<file path="src/rtl/tab_pkg.sv">
// Shared types, constants and register codes for the transformed bounding box block.
`timescale 1ns / 1ps
`default_nettype none
package tab_pkg;

   localparam int NumAxes  = 3;
   localparam int CoordW   = 32;
   localparam int CoefW    = 16;
   localparam int RowW     = NumAxes * CoefW;
   localparam int MarginW  = 21;
   localparam int ProdW    = CoefW + CoordW;
   localparam int FracDrop = 14;
   localparam int SumW     = ProdW + 2;
   localparam int CsrIdxW  = 3;
   localparam int CsrDataW = RowW;

   localparam logic [RowW-1:0]    RowXReset   = 48'h0000_0000_4000;
   localparam logic [RowW-1:0]    RowYReset   = 48'h0000_4000_0000;
   localparam logic [RowW-1:0]    RowZReset   = 48'h4000_0000_0000;
   localparam logic [MarginW-1:0] MarginReset = 21'd6554;

   typedef enum logic [CsrIdxW-1:0] {
      CSR_ROW_X  = 3'd0,
      CSR_ROW_Y  = 3'd1,
      CSR_ROW_Z  = 3'd2,
      CSR_OFS_X  = 3'd3,
      CSR_OFS_Y  = 3'd4,
      CSR_OFS_Z  = 3'd5,
      CSR_MARGIN = 3'd6
   } csr_index_type;

   // transform setup: one coefficient row and one offset per output axis
   typedef struct packed {
      logic [NumAxes-1:0][RowW-1:0]   row;
      logic [NumAxes-1:0][CoordW-1:0] offset;
   } xf_cfg_type;

   // transformed point handed to the bounds tracker
   typedef struct packed {
      logic                           valid;
      logic                           last;
      logic [NumAxes-1:0][CoordW-1:0] point;
   } xf_out_type;

endpackage
`default_nettype wire

</file>
<file path="src/rtl/tab_csr.sv">
// Configuration register file: matrix rows, translation and margin.
`timescale 1ns / 1ps
`default_nettype none
module tab_csr (
   input  wire logic                             clock,
   input  wire logic                             reset,
   input  wire logic                             csr_valid,
   output logic                                  csr_ready,
   input  wire logic [tab_pkg::CsrIdxW-1:0]      csr_index,
   input  wire logic [tab_pkg::CsrDataW-1:0]     csr_wdata,
   output tab_pkg::xf_cfg_type                   xf_cfg,
   output logic [tab_pkg::MarginW-1:0]           margin
);

   tab_pkg::xf_cfg_type                 cfg_ff;
   logic [tab_pkg::MarginW-1:0]         margin_ff;

   assign csr_ready = 1'b1;

   always_ff @(posedge clock) begin
      if (reset) begin
         cfg_ff.row[0]    <= tab_pkg::RowXReset;
         cfg_ff.row[1]    <= tab_pkg::RowYReset;
         cfg_ff.row[2]    <= tab_pkg::RowZReset;
         cfg_ff.offset    <= '0;
         margin_ff        <= tab_pkg::MarginReset;
      end else if (csr_valid) begin
         unique case (tab_pkg::csr_index_type'(csr_index))
            tab_pkg::CSR_ROW_X:  cfg_ff.row[0]    <= csr_wdata;
            tab_pkg::CSR_ROW_Y:  cfg_ff.row[1]    <= csr_wdata;
            tab_pkg::CSR_ROW_Z:  cfg_ff.row[2]    <= csr_wdata;
            tab_pkg::CSR_OFS_X:  cfg_ff.offset[0] <= csr_wdata[tab_pkg::CoordW-1:0];
            tab_pkg::CSR_OFS_Y:  cfg_ff.offset[1] <= csr_wdata[tab_pkg::CoordW-1:0];
            tab_pkg::CSR_OFS_Z:  cfg_ff.offset[2] <= csr_wdata[tab_pkg::CoordW-1:0];
            tab_pkg::CSR_MARGIN: margin_ff        <= csr_wdata[tab_pkg::MarginW-1:0];
            default: ;  // unused index, dropped
         endcase
      end
   end

   assign xf_cfg = cfg_ff;
   assign margin = margin_ff;

endmodule
`default_nettype wire

</file>
<file path="config.mk">
export PLATFORM = sky130hd
export DESIGN_NAME = tab_csr
export DESIGN_NICKNAME = d
export VERILOG_FILES = /design/src/rtl/tab_pkg.sv /design/src/rtl/tab_csr.sv
export SDC_FILE = /design/constraint.sdc
export NUM_CORES = 1
export LEC_CHECK = 0
export BUFFER_PORTS_ARGS = -buffer_cell sky130_fd_sc_hd__buf_2
export CORE_UTILIZATION = 51
export DETAILED_ROUTE_END_ITERATION = 16
export PLACE_DENSITY_LB_ADDON = 0.12
export SETUP_SLACK_MARGIN = 0.15
export SLEW_MARGIN = 20
export SYNTH_ARGS = -nofsm -noshare
export SYNTH_HDL_FRONTEND = slang
export SYNTH_SLANG_ARGS = --single-unit
</file>
<file path="constraint.sdc">
create_clock -name clock -period 1.54 [get_ports clock]
set_input_delay 0.077 -clock clock [delete_from_list [all_inputs] [get_ports clock]]
set_output_delay 0.077 -clock clock [all_outputs]
set_load 0.01 [all_outputs]
</file>
==> results.json <==
{
  "cts_resized": 0,
  "cts_root_buf": "clkbuf_16",
  "setup-violations-final": 0,
  "post-cts-setup-buffers": 0,
  "netlist_top_cells_area": "dfxtp_1 (51%), mux2i_1 (26%), nand2b_1 (18%)",
  "wire_per_inst_um": 16.8,
  "timing.fmax_mhz": 819,
  "crit_slowest_cell": "dlygate4sd3_1",
  "whs_path_depth": 3,
  "layout_commonest_cell": "buf_2",
  "crit_path_start": "reset",
  "yosysWarnings": 0,
  "grt_busiest_layer": "met2",
  "cts_tree": "built",
  "setup_tns_ns": 0,
  "status": "finished, final reports clean",
  "dr.first_iter.drc_count": 299,
  "hold_violations": 0,
  "synth-seq-area-share_pct": 51.1,
  "layout_common_cells": "buf_2 (313), nand2b_1 (299), mux2i_1 (261), dfxtp_1 (261), dlygate4sd3_1 (39)",
  "critPathLaunchType": "input port",
  "antenna_found_initial": 1,
  "ios": 316,
  "dp_hpwl_um": 17400,
  "worstSetupPathType": "in -> reg",
  "synth_cells": 921,
  "ff2ff_path_depth": 2,
  "routed_wl_um": 25800,
  "p_leak_nw": 7.17,
  "grt_use_met1_pct": 29.7,
  "dieArea_um2": 20600,
  "clock_sinks": 261,
  "coreArea_um2": 19500,
  "synth_top_area_cell": "dfxtp_1",
  "grt_first_pass_wirelength_um": 39700,
  "avgSynthCellArea_um2": 11.1,
  "dr.pass1.iters": 4,
  "numCtsBuffers": 26,
  "final.setup.worst_slack_ns": 0.319,
  "clockBufferDepth": 3,
  "die_y_um": 144,
  "fin_crit_ns": 1.22,
  "grt_usage_pct": 24.4,
  "crit_path_end": "xf_cfg[153]",
  "timing.rr.start": "margin[4]",
  "power.density_nw_per_um2": 1090,
  "ff2ff_setup_slack_ns": 0.92,
  "hold_path_class": "in -> reg",
  "drive_gt1_share_pct": 30.3,
  "portBuffers": 314,
  "synth_fp_nets": 975,
  "cts.clk_slew.worst_paths_ns": 0.06,
  "drv_slew": 0,
  "initial_core_util_pct": 52.3,
  "max_stage_delay_ns": 0.54,
  "grt_pass1_vias": 7425,
  "fin_skew_ns": 0,
  "ir_worst_vdd_v": 0.000861,
  "syn_area_um2": 10200,
  "synth.distinct_cells": 14,
  "cp_top_family": "buffers and inverters",
  "met2_usage_pct": 41.8,
  "rsz0062_at_grt": "false",
  "nNetsFinal": 1312,
  "worst-path-buf-inv": 3,
  "cap_viol_max_count": 0,
  "finalPower_mw": 14.7,
  "end_kind": "flip-flop",
  "grt_max_degree": 56,
  "viasPerCell": 4.86,
  "cp.depth": 5,
  "die_w_um": 144,
  "holdBufCountCts": 39,
  "pre_cts_slack_ns": 0.151,
  "grt-ovfl-total": 0,
  "area_delta_synth_final_pct": 32.2,
  "rows": 51,
  "critPathMaxFanout": 55,
  "ant_nets": 0,
  "h-tree-depth": 1,
  "fin_crit_sh_pct": 79.3,
  "synth_top_area_share_pct": 51.1,
  "drc": 0,
  "worstReg2RegEnd": "margin[4]",
  "vias": 7489,
  "synth-seq-cells": 261,
  "grt_use_met3_pct": 7.16,
  "required_ns": 1.92,
  "hold_ws_ns": 0.000432,
  "routabilityCongestion": 0.782,
  "clock_latency_ns": 0.51,
  "cp.arrival_ns": 1.60,
  "n_antenna_cell": 0,
  "cp_cell_sequence": "dlygate4sd3_1 > buf_6 > buf_12 > nand2b_1 > mux2i_1"
}
-- layout make-up --
cell class / count / area (um2)
Tap cell: 265 / 332
Sequential cell: 261 / 5230
Fill cell: 1560 / 6020
Clock buffer: 43 / 846
Clock inverter: 3 / 65.1
Timing Repair Buffer: 379 / 2310
Multi-Input combinational cell: 590 / 4720
-- sequential cells by signal (all words and copies together), names as in the netlist --
register,cells
xf_cfg,240
margin,21
-- cell families (layout without fill, tap and decap cells) --
kind of cell,Yosys count,count (layout),synth area share [%]
buffers and inverters,70,425,3.33
other,1,1,0.0367
muxes,261,261,25.6
and+or+nand+nor,328,328,19.9
DFF,261,261,51.1
-- synthesized netlist by cell type --
library cell	count
buf_2	23
nand2b_1	299
clkbuf_1	37
nand4bb_1	3
nor2_1	20
buf_6	3
or4b_4	1
nor4bb_1	1
mux2i_1	261
buf_4	7
conb_1	1
nor4b_1	1
nand4b_1	3
dfxtp_1	261
-- metal layers --
metal / routed length [um] / share of wire (%)
met1: 11000 / 43
met5: 10 / 0.039
met2: 12200 / 47
met3: 1920 / 7.4
met4: 649 / 2.5
-- worst min path at each step --
stage / startpoint / endpoint
after global routing: csr_wdata[24] / xf_cfg[216]
after global placement: csr_wdata[12] / margin[12]
after floorplan: csr_wdata[46] / xf_cfg[238]
after CTS: csr_wdata[24] / xf_cfg[216]
final: csr_wdata[24] / xf_cfg[216]
after detailed placement: csr_wdata[8] / margin[8]
-- where the power goes --
part | switching, mW | internal [mW] | leakage (nW)
clock network | 2.54 | 4.05 | 0.450
registers | 0.0735 | 6.90 | 2.11
logic | 0.570 | 0.554 | 4.60
-- stage by stage --
| stage | utilization [%] | instances | area, um2 |
|---|---|---|---|
| floorplan | - | 921 | 10200 |
| global placement | 62.5 | 1456 | 12200 |
| detailed placement | 62.5 | 1456 | 12200 |
| CTS | 69.2 | 1541 | 13500 |
| global route | 69.2 | 1541 | 13500 |
| finish | 69.2 | 1541 | 13500 |
-- tightest hold or removal path, delay by kind of cell --
kind	cells	cell delay [ns]
buffers and inverters	1	0.08
muxes	1	0.16
and+or+nand+nor	1	0.15
(Power assumes the default switching activity.)
