[src/rtl/tab_pkg.sv]
// Shared types, constants and register codes for the transformed bounding box block.
`timescale 1ns / 1ps
`default_nettype none
package tab_pkg;

   localparam int NumAxes  = 3;
   localparam int CoordW   = 32;
   localparam int CoefW    = 16;
   localparam int RowW     = NumAxes * CoefW;
   localparam int MarginW  = 21;
   localparam int ProdW    = CoefW + CoordW;
   localparam int FracDrop = 14;
   localparam int SumW     = ProdW + 2;
   localparam int CsrIdxW  = 3;
   localparam int CsrDataW = RowW;

   localparam logic [RowW-1:0]    RowXReset   = 48'h0000_0000_4000;
   localparam logic [RowW-1:0]    RowYReset   = 48'h0000_4000_0000;
   localparam logic [RowW-1:0]    RowZReset   = 48'h4000_0000_0000;
   localparam logic [MarginW-1:0] MarginReset = 21'd6554;

   typedef enum logic [CsrIdxW-1:0] {
      CSR_ROW_X  = 3'd0,
      CSR_ROW_Y  = 3'd1,
      CSR_ROW_Z  = 3'd2,
      CSR_OFS_X  = 3'd3,
      CSR_OFS_Y  = 3'd4,
      CSR_OFS_Z  = 3'd5,
      CSR_MARGIN = 3'd6
   } csr_index_type;

   // transform setup: one coefficient row and one offset per output axis
   typedef struct packed {
      logic [NumAxes-1:0][RowW-1:0]   row;
      logic [NumAxes-1:0][CoordW-1:0] offset;
   } xf_cfg_type;

   // transformed point handed to the bounds tracker
   typedef struct packed {
      logic                           valid;
      logic                           last;
      logic [NumAxes-1:0][CoordW-1:0] point;
   } xf_out_type;

endpackage
`default_nettype wire

[src/rtl/tab_bounds.sv]
// Running per-axis min/max tracker and margin-widened result register.
`timescale 1ns / 1ps
`default_nettype none
module tab_bounds (
   input  wire logic                                              clock,
   input  wire logic                                              reset,
   input  wire tab_pkg::xf_out_type                               xf_out,
   input  wire logic [tab_pkg::MarginW-1:0]                       margin,
   output logic                                                   advance,
   output logic                                                   rsp_valid,
   input  wire logic                                              rsp_ready,
   output logic [tab_pkg::NumAxes-1:0][tab_pkg::CoordW-1:0]       upper,
   output logic [tab_pkg::NumAxes-1:0][tab_pkg::CoordW-1:0]       lower
);

   localparam int NA = tab_pkg::NumAxes;
   localparam int CW = tab_pkg::CoordW;
   localparam int MW = tab_pkg::MarginW;
   localparam logic [CW-1:0] MinVal = {1'b1, {(CW-1){1'b0}}};
   localparam logic [CW-1:0] MaxVal = {1'b0, {(CW-1){1'b1}}};

   logic [NA-1:0][CW-1:0]  max_ff, min_ff, max_in, min_in;
   logic [NA-1:0][CW-1:0]  upper_ff, lower_ff, upper_in, lower_in;
   logic                   rsp_valid_ff, rsp_valid_in;
   logic                   take, load;

   function automatic logic [CW-1:0] sat_narrow(input logic [CW:0] v);
      if (v[CW] != v[CW-1]) begin
         sat_narrow = {v[CW], {(CW-1){~v[CW]}}};
      end else begin
         sat_narrow = v[CW-1:0];
      end
   endfunction

   // only a final vertex needs the result register free
   assign advance = !(xf_out.valid && xf_out.last && rsp_valid_ff && !rsp_ready);
   assign take    = advance && xf_out.valid;
   assign load    = take && xf_out.last;

   always_comb begin
      for (int a = 0; a < NA; a++) begin
         max_in[a] = ($signed(xf_out.point[a]) > $signed(max_ff[a])) ? xf_out.point[a]
                                                                       : max_ff[a];
         min_in[a] = ($signed(xf_out.point[a]) < $signed(min_ff[a])) ? xf_out.point[a]
                                                                       : min_ff[a];
         upper_in[a] = sat_narrow({max_in[a][CW-1], max_in[a]} + {{(CW+1-MW){1'b0}}, margin});
         lower_in[a] = sat_narrow({min_in[a][CW-1], min_in[a]} - {{(CW+1-MW){1'b0}}, margin});
      end
   end

   always_comb begin
      rsp_valid_in = rsp_valid_ff;
      if (load) begin
         rsp_valid_in = 1'b1;
      end else if (rsp_ready) begin
         rsp_valid_in = 1'b0;
      end
   end

   always_ff @(posedge clock) begin
      if (reset) begin
         rsp_valid_ff <= 1'b0;
         max_ff       <= {NA{MinVal}};
         min_ff       <= {NA{MaxVal}};
      end else begin
         rsp_valid_ff <= rsp_valid_in;
         if (load) begin
            max_ff <= {NA{MinVal}};
            min_ff <= {NA{MaxVal}};
         end else if (take) begin
            max_ff <= max_in;
            min_ff <= min_in;
         end
      end
   end

   always_ff @(posedge clock) begin
      if (load) begin
         upper_ff <= upper_in;
         lower_ff <= lower_in;
      end
   end

   assign rsp_valid = rsp_valid_ff;
   assign upper     = upper_ff;
   assign lower     = lower_ff;

endmodule
`default_nettype wire

[config.mk]
export PLATFORM = sky130hd
export DESIGN_NAME = tab_bounds
export DESIGN_NICKNAME = d
export VERILOG_FILES = /design/src/rtl/tab_pkg.sv /design/src/rtl/tab_bounds.sv
export SDC_FILE = /design/constraint.sdc
export NUM_CORES = 1
export LEC_CHECK = 0
export ABC_AREA = 1
export BUFFER_PORTS_ARGS = -buffer_cell sky130_fd_sc_hd__buf_4
export CORE_MARGIN = 10
export CORE_UTILIZATION = 51
export DETAILED_ROUTE_END_ITERATION = 8
export PLACE_DENSITY = 0.72
export SLEW_MARGIN = 10
export SYNTH_ARGS = -nofsm -noshare
export SYNTH_HDL_FRONTEND = slang
export SYNTH_SLANG_ARGS = --single-unit
[constraint.sdc]
create_clock -name clock -period 11.58 [get_ports clock]
set_input_delay 0.579 -clock clock [delete_from_list [all_inputs] [get_ports clock]]
set_output_delay 0.579 -clock clock [all_outputs]
set_load 0.1 [all_outputs]
==> out/results.ini <==
[timing]
finalWorstSetupSlack_ps = 5320
relSlewSlack_pct = 28.3
tightest_slew_ps = 1070
final_period_minus_worst_setup_slack_ps = 6260
finalHoldViolCount = 0
final_max_slew_viol_count = 0
rsz0062_at_grt = no
period_share_pct = 54.1
finClkSkew_ps = 27.8
hold-worst-slack_ps = 174
setup_viol = 0
fin_setup_tns_ps = 0
max_freq_ghz = 0.160

[yosys]
synth-edff-count = 192
yosys_warnings = 0
synth-seq-area-share_pct = 32.8
synth_area_mm2 = 0.0294
synth-main-ff-cell = dfxtp_1
synth.distinct_cells = 50
postSynthCellCount = 4039
synthesis.nets = 4482
ys_ff_latch = 385
async_flop_share_pct = 0
synth_area_per_cell_um2 = 7.27

[placement]
pre_cts_ws_ps = 5060
dpl_cell_area_mm2 = 0.0321
place_hpwl_um = 69900
place_congestion = 0.936
portBuffers = 315

[floorplanning]
ios = 316
rows = 87
die_area_mm2 = 0.0676
start_util_pct = 51.8
fp.dieH_um = 260
die_w_um = 260
core_area_mm2 = 0.0567

[job]
drv_cap = 0

[worst_setup_path]
worst_ep_required_time_ps = 11880
reg2reg_depth = 24
r2r_start = max_ff[31]
cp_max_fo = 40
cp_data_arrival_time_ps = 6560
critPathKind = reg -> reg
startpoint_type = flop
endpoint_kind = flop
crit_start = max_ff[31]

[clock_network]
cts_tree = done
clkLatencyLatePin_ps = 600
cts_buffers = 48
ctsResizeCount = 0
clock-sinks = 385
cts_hold_repair.buffers = 0
clkTransAtPathRegs_ps = 60
root_buffer = clkbuf_16
h-tree-depth = 2
clk_path_buf_depth = 3
post_cts_buffers = 0

[layout]
stdcell_area_mm2 = 0.0336
layout_commonest_cell = nand2_1
final_cell_mix = 1028 x nand2_1, 510 x inv_1, 435 x a21oi_1, 326 x buf_4, 315 x ha_1
area_delta_synth_final_pct = 14.5
layout-drive-gt1-share_pct = 11.4
finalNetCount = 4722
fillCellCount = 5360

[route]
drtPass1Iterations = 6
ant_nets = 0
vias = 27600
viasPerCell = 5.44
drcViolationCount = 0
drt-initial-drc-count = 2144
wl_um = 91600
wl_per_cell_um = 18.0

[global_routing]
grt-ovfl-total = 0
grt_antenna_before_repair = 7
grt_pass1_wl_um = 139000
grt_pass1_vias = 24900
grtUsageTotal_pct = 26.1
grt_max_degree = 101

[pwr]
peakVddDrop_v = 0.000159
powerDensity_mw_per_mm2 = 193
leakage_nw = 16.9

[run_status]
status = finished clean

[worst_hold_path]
min-delay-start = reset
min_path_cells = 2
hp-class = in -> reg

-- critical path, cell delays in order, from the launching register on --
cell	delay (ps)
dfxtp_1	340
inv_1	60
ha_1	340
nand2_1	90
nor2_1	160
nand4_1	170
nor4_2	420
nand4_2	510
nand3_2	490
buf_4	440
nor2_1	80
a21oi_1	190
ha_1	310
a21oi_1	190
nor2_1	60
a211oi_1	170
inv_1	80
a21oi_1	160
o21ai_0	100
a31oi_1	550
nor2_2	140
nand3_1	150
nand2_1	70
nand3_2	490
nand2_1	140
-- layout make-up --
class	instances	area [um^2]	share of cell area [%]
Multi-Input combinational cell	3003	17100	50.9
Sequential cell	385	9630	28.6
Timing Repair Buffer	326	2450	7.28
Inverter	515	1940	5.77
Clock buffer	59	1280	3.82
Tap cell	756	946	2.81
Clock inverter	29	254	0.755
Antenna cell	6	15.0	0.0446
-- logic make-up (layout without fill, tap and decap cells) --
kind of cell	after synthesis	count (layout)	synth area share [%]
compound gates	880	880	16.1
flops	385	385	32.8
other cells	0	6	0
fa+ha+maj	321	321	13.8
buf+inv	651	929	9.00
xor+xnor	153	153	4.56
simple gates	1649	1649	23.7
-- report_power, final --
| group | internal, mW | switching, mW | leakage [nW] |
|---|---|---|---|
| logic | 0.926 | 2.29 | 12.8 |
| clock network | 0.875 | 0.622 | 0.753 |
| registers | 1.70 | 0.0677 | 3.37 |
-- synth_stat cells, drive strengths merged, types with 2 or more instances --
cell type | instances | area share, %
nand2 | 1059 | 14
and2 | 3 | 0.064
nor3b | 2 | 0.068
nor4 | 8 | 0.26
o21a | 23 | 0.59
a21boi | 4 | 0.10
o31ai | 8 | 0.20
nand3b | 4 | 0.10
o311a | 2 | 0.068
xor2 | 97 | 2.9
a211oi | 2 | 0.051
clkinv | 2 | 0.026
inv | 513 | 6.6
nor2 | 291 | 4.0
a31oi | 8 | 0.17
buf | 62 | 1.5
dfxtp | 193 | 13
edfxtp | 192 | 20
clkbuf | 74 | 0.95
a21oi | 436 | 7.4
nand4 | 58 | 1.3
or2 | 6 | 0.13
ha | 315 | 13
o21bai | 6 | 0.15
o211ai | 64 | 1.6
nor3 | 14 | 0.24
xnor2 | 56 | 1.7
nand3 | 203 | 3.8
fa | 6 | 0.41
o21ai | 326 | 5.7
-- layer usage --
metal | global-route usage, % | up-vias | routed length (um)
met4 | 10.5 | 2 | 3590
li1 | - | 14000 | -
met5 | 0 | - | 11
met3 | 5.35 | 151 | 7820
met2 | 40.9 | 908 | 40400
met1 | 34.8 | 12600 | 39700
-- final timing paths --
kind                      to  slack, ps
setup reg to reg   upper[12]       5320
hold reg to reg   min_ff[24]        470
hold / removal     rsp_valid        170
setup / recovery   upper[12]       5320
-- registers in the layout (all words and copies together) (netlist names) --
signal / cells
rsp_valid: 1
min_ff: 96
lower: 96
max_ff: 96
upper: 96
-- metrics by stage --
step	power [mW]	instances	utilization, %
detailed placement	4.97	4985	56.6
global placement	4.95	4985	56.6
CTS	6.49	5073	59.3
floorplan	4.26	4039	-
finish	6.49	5079	59.3
global route	6.90	5078	59.3
Note: power is estimated with default switching activity, not from simulation.
